[config.mk]
export PLATFORM = sky130hd
export DESIGN_NAME = spectrum_band_peak_intensity
export DESIGN_NICKNAME = d
export VERILOG_FILES = /design/src/design/sbpi_pkg.sv /design/src/design/sbpi_div.sv /design/src/design/sbpi_dp.sv /design/src/design/sbpi_ctrl.sv /design/src/design/spectrum_band_peak_intensity.sv
export SDC_FILE = /design/constraint.sdc
export NUM_CORES = 2
export LEC_CHECK = 0
export ABC_AREA = 1
export BUFFER_PORTS_ARGS = -buffer_cell sky130_fd_sc_hd__buf_2
export CAP_MARGIN = 20
export CORE_MARGIN = 2
export CORE_UTILIZATION = 65
export CTS_BUF_LIST = sky130_fd_sc_hd__clkbuf_4 sky130_fd_sc_hd__clkbuf_8 sky130_fd_sc_hd__clkbuf_16
export CTS_CLUSTER_DIAMETER = 150
export DETAILED_ROUTE_END_ITERATION = 7
export PLACE_DENSITY = 0.82
export SLEW_MARGIN = 20
export SYNTH_ARGS = -nofsm -noshare
export SYNTH_HDL_FRONTEND = slang
export SYNTH_SLANG_ARGS = --single-unit
[constraint.sdc]
create_clock -name clk -period 6.6 [get_ports clk]
set_input_delay 0.66 -clock clk [delete_from_list [all_inputs] [get_ports clk]]
set_output_delay 0.66 -clock clk [all_outputs]
set_load 0.02 [all_outputs]
[src/design/sbpi_pkg.sv]
`timescale 1ns / 1ps
// ----------------------------------------------------------------------------
// sbpi_pkg
// shared types and constants for the band peak intensity block
// ----------------------------------------------------------------------------
package sbpi_pkg;

	localparam int BAND_COUNT = 21;
	localparam int BAND_W     = $clog2(BAND_COUNT);
	localparam int MAG_W      = 32;
	localparam int TOTAL_W    = 42;
	localparam int INT_W      = 15;
	localparam int LIMIT_W    = 10;
	localparam int PROD_W     = MAG_W + INT_W;
	localparam int STEP_W     = $clog2(INT_W);

	localparam logic [INT_W-1:0] PCT_SCALE = 15'd25600;

	localparam logic [LIMIT_W-1:0] BAND_LO [BAND_COUNT] = '{
		10'd17, 10'd20, 10'd24, 10'd28, 10'd33, 10'd39, 10'd47, 10'd55, 10'd65, 10'd78,
		10'd92, 10'd109, 10'd130, 10'd154, 10'd183, 10'd218, 10'd259, 10'd307, 10'd365,
		10'd434, 10'd516
	};
	localparam logic [LIMIT_W-1:0] BAND_HI [BAND_COUNT] = '{
		10'd20, 10'd24, 10'd28, 10'd33, 10'd39, 10'd47, 10'd55, 10'd65, 10'd78, 10'd92,
		10'd109, 10'd130, 10'd154, 10'd183, 10'd218, 10'd259, 10'd307, 10'd365, 10'd434,
		10'd516, 10'd614
	};

	typedef struct packed {
		logic              accept;
		logic              clear;
		logic              div_start;
		logic              out_load;
		logic              out_last;
		logic [BAND_W-1:0] band;
	} sbpi_cmd_t;

	typedef struct packed {
		logic div_done;
		logic out_free;
	} sbpi_sts_t;

endpackage

[src/design/sbpi_div.sv]
`timescale 1ns / 1ps
// ----------------------------------------------------------------------------
// sbpi_div
// scaled ratio unit: peak * 25600 / total, one quotient bit per cycle
// ----------------------------------------------------------------------------
module sbpi_div (
	input  logic                              clk,
	input  logic                              arst_n,
	input  logic                              start,
	input  logic [sbpi_pkg::MAG_W-1:0]        peak,
	input  logic [sbpi_pkg::TOTAL_W-1:0]      total,
	output logic                              done,
	output logic [sbpi_pkg::INT_W-1:0]        quotient
);

	localparam int TW = sbpi_pkg::TOTAL_W;
	localparam int IW = sbpi_pkg::INT_W;
	localparam int PW = sbpi_pkg::PROD_W;
	localparam int SW = sbpi_pkg::STEP_W;

	logic          load_q;
	logic          busy_q;
	logic          done_q;
	logic [SW-1:0] step_q;
	logic [PW-1:0] prod_q;
	logic [IW-1:0] low_q;
	logic [TW-1:0] div_q;
	logic [TW-1:0] rem_q;
	logic [IW-1:0] quo_q;
	logic [TW:0]   trial;
	logic          fits;

	assign trial = {rem_q, low_q[IW-1]};
	assign fits  = trial >= {1'b0, div_q};

	always_ff @(posedge clk or negedge arst_n) begin
		if (!arst_n) begin
			load_q <= 1'b0;
			busy_q <= 1'b0;
			done_q <= 1'b0;
			step_q <= '0;
		end else begin
			if (start) begin
				load_q <= 1'b1;
				busy_q <= 1'b0;
				done_q <= 1'b0;
			end else if (load_q) begin
				load_q <= 1'b0;
				busy_q <= 1'b1;
				step_q <= '0;
			end else if (busy_q) begin
				step_q <= step_q + 1'b1;
				if (step_q == SW'(IW - 1)) begin
					busy_q <= 1'b0;
					done_q <= 1'b1;
				end
			end
		end
	end

	always_ff @(posedge clk) begin
		if (start) begin
			prod_q <= PW'(peak) * PW'(sbpi_pkg::PCT_SCALE);
			div_q  <= total;
		end else if (load_q) begin
			rem_q <= TW'(prod_q[PW-1:IW]);
			low_q <= prod_q[IW-1:0];
			quo_q <= '0;
		end else if (busy_q) begin
			rem_q <= fits ? TW'(trial - {1'b0, div_q}) : trial[TW-1:0];
			low_q <= {low_q[IW-2:0], 1'b0};
			quo_q <= {quo_q[IW-2:0], fits};
		end
	end

	assign done     = done_q;
	assign quotient = quo_q;

endmodule

[src/design/sbpi_dp.sv]
`timescale 1ns / 1ps
// ----------------------------------------------------------------------------
// sbpi_dp
// datapath: running total, band peak registers, ratio unit and output word
// ----------------------------------------------------------------------------
module sbpi_dp #(
	parameter int BIN_COUNT = 1024
) (
	input  logic                                  clk,
	input  logic                                  arst_n,
	input  sbpi_pkg::sbpi_cmd_t                   cmd,
	output sbpi_pkg::sbpi_sts_t                   sts,
	input  logic [sbpi_pkg::MAG_W-1:0]            magnitude,
	output logic                                  out_valid,
	input  logic                                  out_ready,
	output logic [sbpi_pkg::BAND_W-1:0]           out_band,
	output logic [sbpi_pkg::INT_W-1:0]            out_intensity,
	output logic                                  out_last
);

	localparam int CW = $clog2(BIN_COUNT + 1);
	localparam int TW = sbpi_pkg::TOTAL_W;
	localparam int MW = sbpi_pkg::MAG_W;
	localparam int IW = sbpi_pkg::INT_W;
	localparam int NB = sbpi_pkg::BAND_COUNT;

	logic [CW-1:0]             bin_q;
	logic [TW-1:0]             total_q;
	logic [MW-1:0]             peak_q [NB];
	logic [TW:0]               sum;
	logic                      in_range;
	logic                      div_done;
	logic [IW-1:0]             quotient;
	logic [IW-1:0]             intensity;
	logic                      valid_q;
	logic [sbpi_pkg::BAND_W-1:0] band_q;
	logic [IW-1:0]             intensity_q;
	logic                      last_q;

	assign sum      = {1'b0, total_q} + (TW + 1)'(magnitude);
	assign in_range = bin_q < CW'(BIN_COUNT);

	always_ff @(posedge clk or negedge arst_n) begin
		if (!arst_n) begin
			bin_q   <= '0;
			total_q <= '0;
			for (int b = 0; b < NB; b++) begin
				peak_q[b] <= '0;
			end
		end else if (cmd.clear) begin
			bin_q   <= '0;
			total_q <= '0;
			for (int b = 0; b < NB; b++) begin
				peak_q[b] <= '0;
			end
		end else if (cmd.accept && in_range) begin
			bin_q   <= bin_q + 1'b1;
			total_q <= sum[TW] ? {TW{1'b1}} : sum[TW-1:0];
			for (int b = 0; b < NB; b++) begin
				if (bin_q >= CW'(sbpi_pkg::BAND_LO[b]) && bin_q <= CW'(sbpi_pkg::BAND_HI[b])
						&& magnitude > peak_q[b]) begin
					peak_q[b] <= magnitude;
				end
			end
		end
	end

	sbpi_div u_div (
		.clk      (clk),
		.arst_n   (arst_n),
		.start    (cmd.div_start),
		.peak     (peak_q[cmd.band]),
		.total    (total_q),
		.done     (div_done),
		.quotient (quotient)
	);

	always_comb begin
		if (total_q == '0) begin
			intensity = '0;
		end else if (quotient > sbpi_pkg::PCT_SCALE) begin
			intensity = sbpi_pkg::PCT_SCALE;
		end else begin
			intensity = quotient;
		end
	end

	// output word register
	always_ff @(posedge clk or negedge arst_n) begin
		if (!arst_n) begin
			valid_q <= 1'b0;
		end else if (cmd.out_load) begin
			valid_q <= 1'b1;
		end else if (out_ready) begin
			valid_q <= 1'b0;
		end
	end

	always_ff @(posedge clk) begin
		if (cmd.out_load) begin
			band_q      <= cmd.band;
			intensity_q <= intensity;
			last_q      <= cmd.out_last;
		end
	end

	assign sts.div_done  = div_done;
	assign sts.out_free  = !valid_q || out_ready;
	assign out_valid     = valid_q;
	assign out_band      = band_q;
	assign out_intensity = intensity_q;
	assign out_last      = last_q;

endmodule

[src/design/sbpi_ctrl.sv]
`timescale 1ns / 1ps
// ----------------------------------------------------------------------------
// sbpi_ctrl
// controller: bin intake, per-band ratio sequencing and frame clear
// ----------------------------------------------------------------------------
module sbpi_ctrl (
	input  logic                clk,
	input  logic                arst_n,
	input  logic                in_valid,
	input  logic                in_last,
	output logic                in_ready,
	input  sbpi_pkg::sbpi_sts_t sts,
	output sbpi_pkg::sbpi_cmd_t cmd
);

	localparam int BW = sbpi_pkg::BAND_W;

	typedef enum logic [1:0] {
		ST_ACCUM,
		ST_START,
		ST_DIV
	} state_t;

	state_t        state_q;
	logic [BW-1:0] band_q;
	logic          is_last_band;
	logic          emit;

	assign is_last_band = band_q == BW'(sbpi_pkg::BAND_COUNT - 1);
	assign emit         = (state_q == ST_DIV) && sts.div_done && sts.out_free;

	always_ff @(posedge clk or negedge arst_n) begin
		if (!arst_n) begin
			state_q <= ST_ACCUM;
			band_q  <= '0;
		end else begin
			case (state_q)
				ST_ACCUM: begin
					if (in_valid && in_last) begin
						state_q <= ST_START;
						band_q  <= '0;
					end
				end
				ST_START: begin
					state_q <= ST_DIV;
				end
				ST_DIV: begin
					if (emit) begin
						if (is_last_band) begin
							state_q <= ST_ACCUM;
						end else begin
							state_q <= ST_START;
							band_q  <= band_q + 1'b1;
						end
					end
				end
				default: begin
					state_q <= ST_ACCUM;
				end
			endcase
		end
	end

	assign in_ready      = state_q == ST_ACCUM;
	assign cmd.accept    = in_ready && in_valid;
	assign cmd.div_start = state_q == ST_START;
	assign cmd.out_load  = emit;
	assign cmd.out_last  = is_last_band;
	assign cmd.clear     = emit && is_last_band;
	assign cmd.band      = band_q;

endmodule

[src/design/spectrum_band_peak_intensity.sv]
`timescale 1ns / 1ps
// ----------------------------------------------------------------------------
// spectrum_band_peak_intensity
// per-band peak of a magnitude frame as a Q7.8 percentage of the frame total
//
//   channel  dir  data                                   tlast
//   s_*      in   tdata[31:0] magnitude                  frame end
//   m_*      out  tdata[4:0] band, tdata[19:5] intensity last band
//
// one bin is taken per clock while the frame is accumulating
// the frame-end bin starts 21 band ratios, one after another through the
// bit-serial ratio unit, and s_tready stays low until the last band word is loaded
// a stalled m_tready holds the current word and pauses the band sequence
// reset clears totals, peaks and the bin count; output words are dropped
// ----------------------------------------------------------------------------
module spectrum_band_peak_intensity #(
	parameter int BIN_COUNT = 1024
) (
	input  logic        clk,
	input  logic        arst_n,
	input  logic        s_tvalid,
	output logic        s_tready,
	input  logic [31:0] s_tdata,  // [31:0] magnitude
	input  logic        s_tlast,
	output logic        m_tvalid,
	input  logic        m_tready,
	output logic [23:0] m_tdata,  // [4:0] band, [19:5] intensity, [23:20] zero
	output logic        m_tlast
);

	sbpi_pkg::sbpi_cmd_t               cmd;
	sbpi_pkg::sbpi_sts_t               sts;
	logic [sbpi_pkg::BAND_W-1:0]       out_band;
	logic [sbpi_pkg::INT_W-1:0]        out_intensity;

	sbpi_ctrl u_ctrl (
		.clk      (clk),
		.arst_n   (arst_n),
		.in_valid (s_tvalid),
		.in_last  (s_tlast),
		.in_ready (s_tready),
		.sts      (sts),
		.cmd      (cmd)
	);

	sbpi_dp #(
		.BIN_COUNT (BIN_COUNT)
	) u_dp (
		.clk           (clk),
		.arst_n        (arst_n),
		.cmd           (cmd),
		.sts           (sts),
		.magnitude     (s_tdata),
		.out_valid     (m_tvalid),
		.out_ready     (m_tready),
		.out_band      (out_band),
		.out_intensity (out_intensity),
		.out_last      (m_tlast)
	);

	assign m_tdata = {4'd0, out_intensity, out_band};

endmodule
==> summary.txt <==
Routing
  • Total Wirelength: 271100 um
  • Post-DRT Antenna Nets: 0
  • DRC viols: 19
  • DR WL/cell: 23.63 um
  • Vias per std cell: about 6.3
  • Via Count: around 73k
  • Initial DRC count: 9143
  • DR pass1 iterations: 8

Global route
  • Initial antenna violation count: 9
  • Vias in the first global route: between 60k and 70k
  • GRT Util Overall: a little under half
  • First-pass GRT wire length: 406600 um
  • Largest net degree at the start of global routing: 234
  • Grt ovf: 0

Cells and area
  • Fin nets: between 10k and 15k
  • Layout cells sized above 1: ~5%
  • Layout area overhead: 7.167%
  • Final core occ: 70.24%

Power and ir drop
  • Leakage: 39.65 nW
  • Peak VDD IR: around 0.34 mV
  • Pwr/cell area: roughly 480 nW/um^2

Place
  • DP HPWL: 193300 um
  • RD Place Congestion: 1.032
  • IO buf count: between 50 and 60

Die
  • Full die area: 112600 sq um
  • FP Rows: 121
  • Die Span X: ~340 um
  • Ports: 64
  • Die height: 335.5 um
  • CORE AREA: around 110000 sq um
  • Starting Density: between 60% and 70%

Worst setup path
  • Critical path required time: between 7 and 8 ns
  • Critical path class: flip-flop to flip-flop
  • Crit path DAT: 6.68 ns
  • Worst R2R Setup Slack: 0.40 ns
  • Critical Path Source Type: flip-flop
  • CP Max Fanout: 108
  • CP endpoint kind: flip-flop

CTS
  • Total CTS buffers: between 100 and 150
  • Clock latency on the worst-skew pair: around 0.77 ns
  • CTS tree: yes
  • Max clock buf depth: 3
  • # Post-CTS Setup Buffers: 0
  • Post-cts resize count: 0
  • Clock-pin slew on the worst setup and hold paths: ~0.060 ns
  • Root Driver: clkbuf_16
  • # hold bufs at CTS: 0
  • CTS sink cnt: roughly 900
  • H-tree depth: 3

Synth
  • Synth unique cells: 51
  • Ranking of synthesized cells by area: dfrtp_1, ha_1, nand2_1
  • Synth top cells by count: nand2_1, nand3_1, inv_1
  • Syn_area_per_cell: approximately 7.0 sq um
  • Synth area leader: dfrtp_1
  • Ys async rst share: 82.04%
  • Top-count cell post-synth: nand2_1
  • Cell count after synthesis: 10.14k
  • Post-Synth Adder-Cell Area: 15.77%
  • Post-Synth XOR/XNOR Area: less than 1%
  • Synth Register Bits: 902
  • EDFF count, synth: 162
  • Synthesized area: 71440 sq um
  • Post-synthesis sequential area ratio: between 30% and 40%
  • Post-synthesis compound-gate area fraction: 10.61%
  • Post-Synth Simple-Gate Area: 29.68%
  • Mux contribution to synthesized area: 0%
  • Main synth FF type: dfrtp_1
  • Largest family of logic cells by synthesized area: simple AND/OR/NAND/NOR gates
  • YS warnings: 0
  • Area share of the largest cell type after synthesis: 25.92%

Timing
  • Fin Setup TNS: 0 ns
  • Setup violators final: 0
  • Fin crit share: 93.96%
  • Slew headroom: 13.83%
  • RSZ-0062 raised after global routing: false
  • Clock skew: ~0.057 ns
  • Max-slew violation count: 0
  • Worst hold margin: -0.04600 ns
  • Fmax: 161.3 MHz
  • Worst Tran Pin Value: 1.293 ns
  • Final Critical Period: 6.201 ns
  • Final Hold Vio Count: 12

Outcome
  • Status: finished with violations
  • Failing checks: design-rule violations, negative hold slack

Run
  • Max cap viols: 0

Worst hold path
  • Hold/Removal Path Class: input pin to async pin
[layer usage]
metal / share of wire, % / routed length, um / vias to the layer above / track usage (%)
li1: - / - / 32870 / -
met1: 35 / 93990 / 33520 / 55.66
met2: 43 / 116800 / 4833 / 72.11
met3: 12 / 32460 / 1368 / 12.72
met4: 10 / 27740 / 8 / 40.85
met5: 0.037 / 100 / - / 0.3908
[critical path, cell delays in order, from the launching register on]
cell and delay [ns]:
dfrtp_4 0.65, inv_8 0.49, buf_4 0.26, a21oi_1 0.07, o21ai_0 0.13, nand3_1 0.14
nand3_1 0.12, nand3_1 0.22, a22o_1 0.31, ha_1 0.32, ha_1 0.32, fa_1 0.46
ha_1 0.38, a21oi_1 0.22, nand2_1 0.12, a21oi_1 0.72, o21ai_0 0.37, nand3_1 0.16
nand2_1 0.14, nand2_1 0.11, nand2_1 0.06, nand2_1 0.06, nand2_1 0.04
[layout by cell type (no fill, tap or decap), drive strengths merged, types with 4 or more instances in the layout]
cell type	synthesis	routed
nand2	2658	2658
and3	7	7
a22oi	18	18
or2	4	4
o211ai	18	18
a21oi	778	778
nor4	21	21
buf	285	215
dfrtp	740	740
edfxtp	162	162
xnor2	21	21
xor2	41	41
clkinv	3	33
clkbuf	210	134
nand4	62	62
a21o	7	7
nand3	1528	1528
nor2	532	532
o21a	23	23
o21bai	9	9
a22o	12	12
nor3	66	66
o21ai	558	558
a21boi	12	12
fa	29	29
o22ai	4	4
bufinv	0	13
nand3b	58	58
diode	0	9
ha	854	854
clkinvlp	0	11
conb	1	4
a31oi	9	9
inv	1389	1392
nor3b	7	7
[registers in the layout, indices dropped and copies added, names as in the netlist, 2 cells and up]
register             cells
u_dp.out_band            5
u_dp.peak_q            672
u_ctrl.state_q           2
u_dp.u_div.quotient     15
u_dp.u_div.prod_q       37
u_dp.out_intensity      15
u_dp.u_div.rem_q        42
u_dp.total_q            42
u_dp.u_div.step_q        4
u_ctrl.band_q            5
u_dp.u_div.div_q        42
u_dp.bin_q              11
u_dp.u_div.low_q         5
[power breakdown]
group          total, mW  internal [mW]  switching (mW)  leakage, nW
Sequential          9.75           8.18            1.56         11.3
Clock               6.25           3.61            2.64         1.78
Combinational       20.5           6.66            13.9         26.6
[cells by family (layout without fill, tap and decap cells)]
family,after synthesis,in the layout
simple gates,4947,4947
buf+inv,1887,1798
compound gates,1454,1454
flops,902,902
fa+ha+maj,883,883
xor+xnor,62,62
other cells,1,13
[through the flow]
step                instances  hold WS, ns  total power, mW  area, sq um  worst slack [ns]
global placement        11270       0.4709            28.83        72870            0.8879
detailed placement      11270       0.4772            29.50        72870            0.7513
global route            11460      0.02208            39.18        76540            0.1547
floorplan               10140       0.3644            23.10        71450            0.7091
CTS                     11460     0.006268            35.86        76500            0.7306
finish                  11470     -0.04600            36.54        76560            0.3989
[final cells by class]
cell class / instances / area, sq um
diodes: 9 / 22.52
clock buffers: 133 / 2879
clock inverters: 57 / 753.2
fillers: 9131 / 32440
inverters: 1392 / 5248
multi-input cells: 7350 / 40840
flip-flops and latches: 902 / 23390
well taps: 1414 / 1769
repair buffers: 216 / 1663
[path summary, 6_finish.rpt]
path	startpoint	endpoint	depth (start not counted)
worst max-delay path	u_ctrl.band_q[0]$_DFFE_PN0P_	u_dp.u_div.prod_q[45]$_DFFE_PP_	22
worst min-delay path	arst_n	u_dp.total_q[4]$_DFFE_PN0P_	1
worst max register to register	u_ctrl.band_q[0]$_DFFE_PN0P_	u_dp.u_div.prod_q[45]$_DFFE_PP_	22
worst min register to register	u_dp.total_q[11]$_DFFE_PN0P_	u_dp.u_div.div_q[11]$_DFFE_PP_	0
max in group asynchronous	arst_n	u_dp.peak_q[404]$_DFFE_PN0P_	2
min in group clk	m_tready	u_dp.out_valid$_DFFE_PN0P_	2
Note: power is estimated with default switching activity, not from simulation.
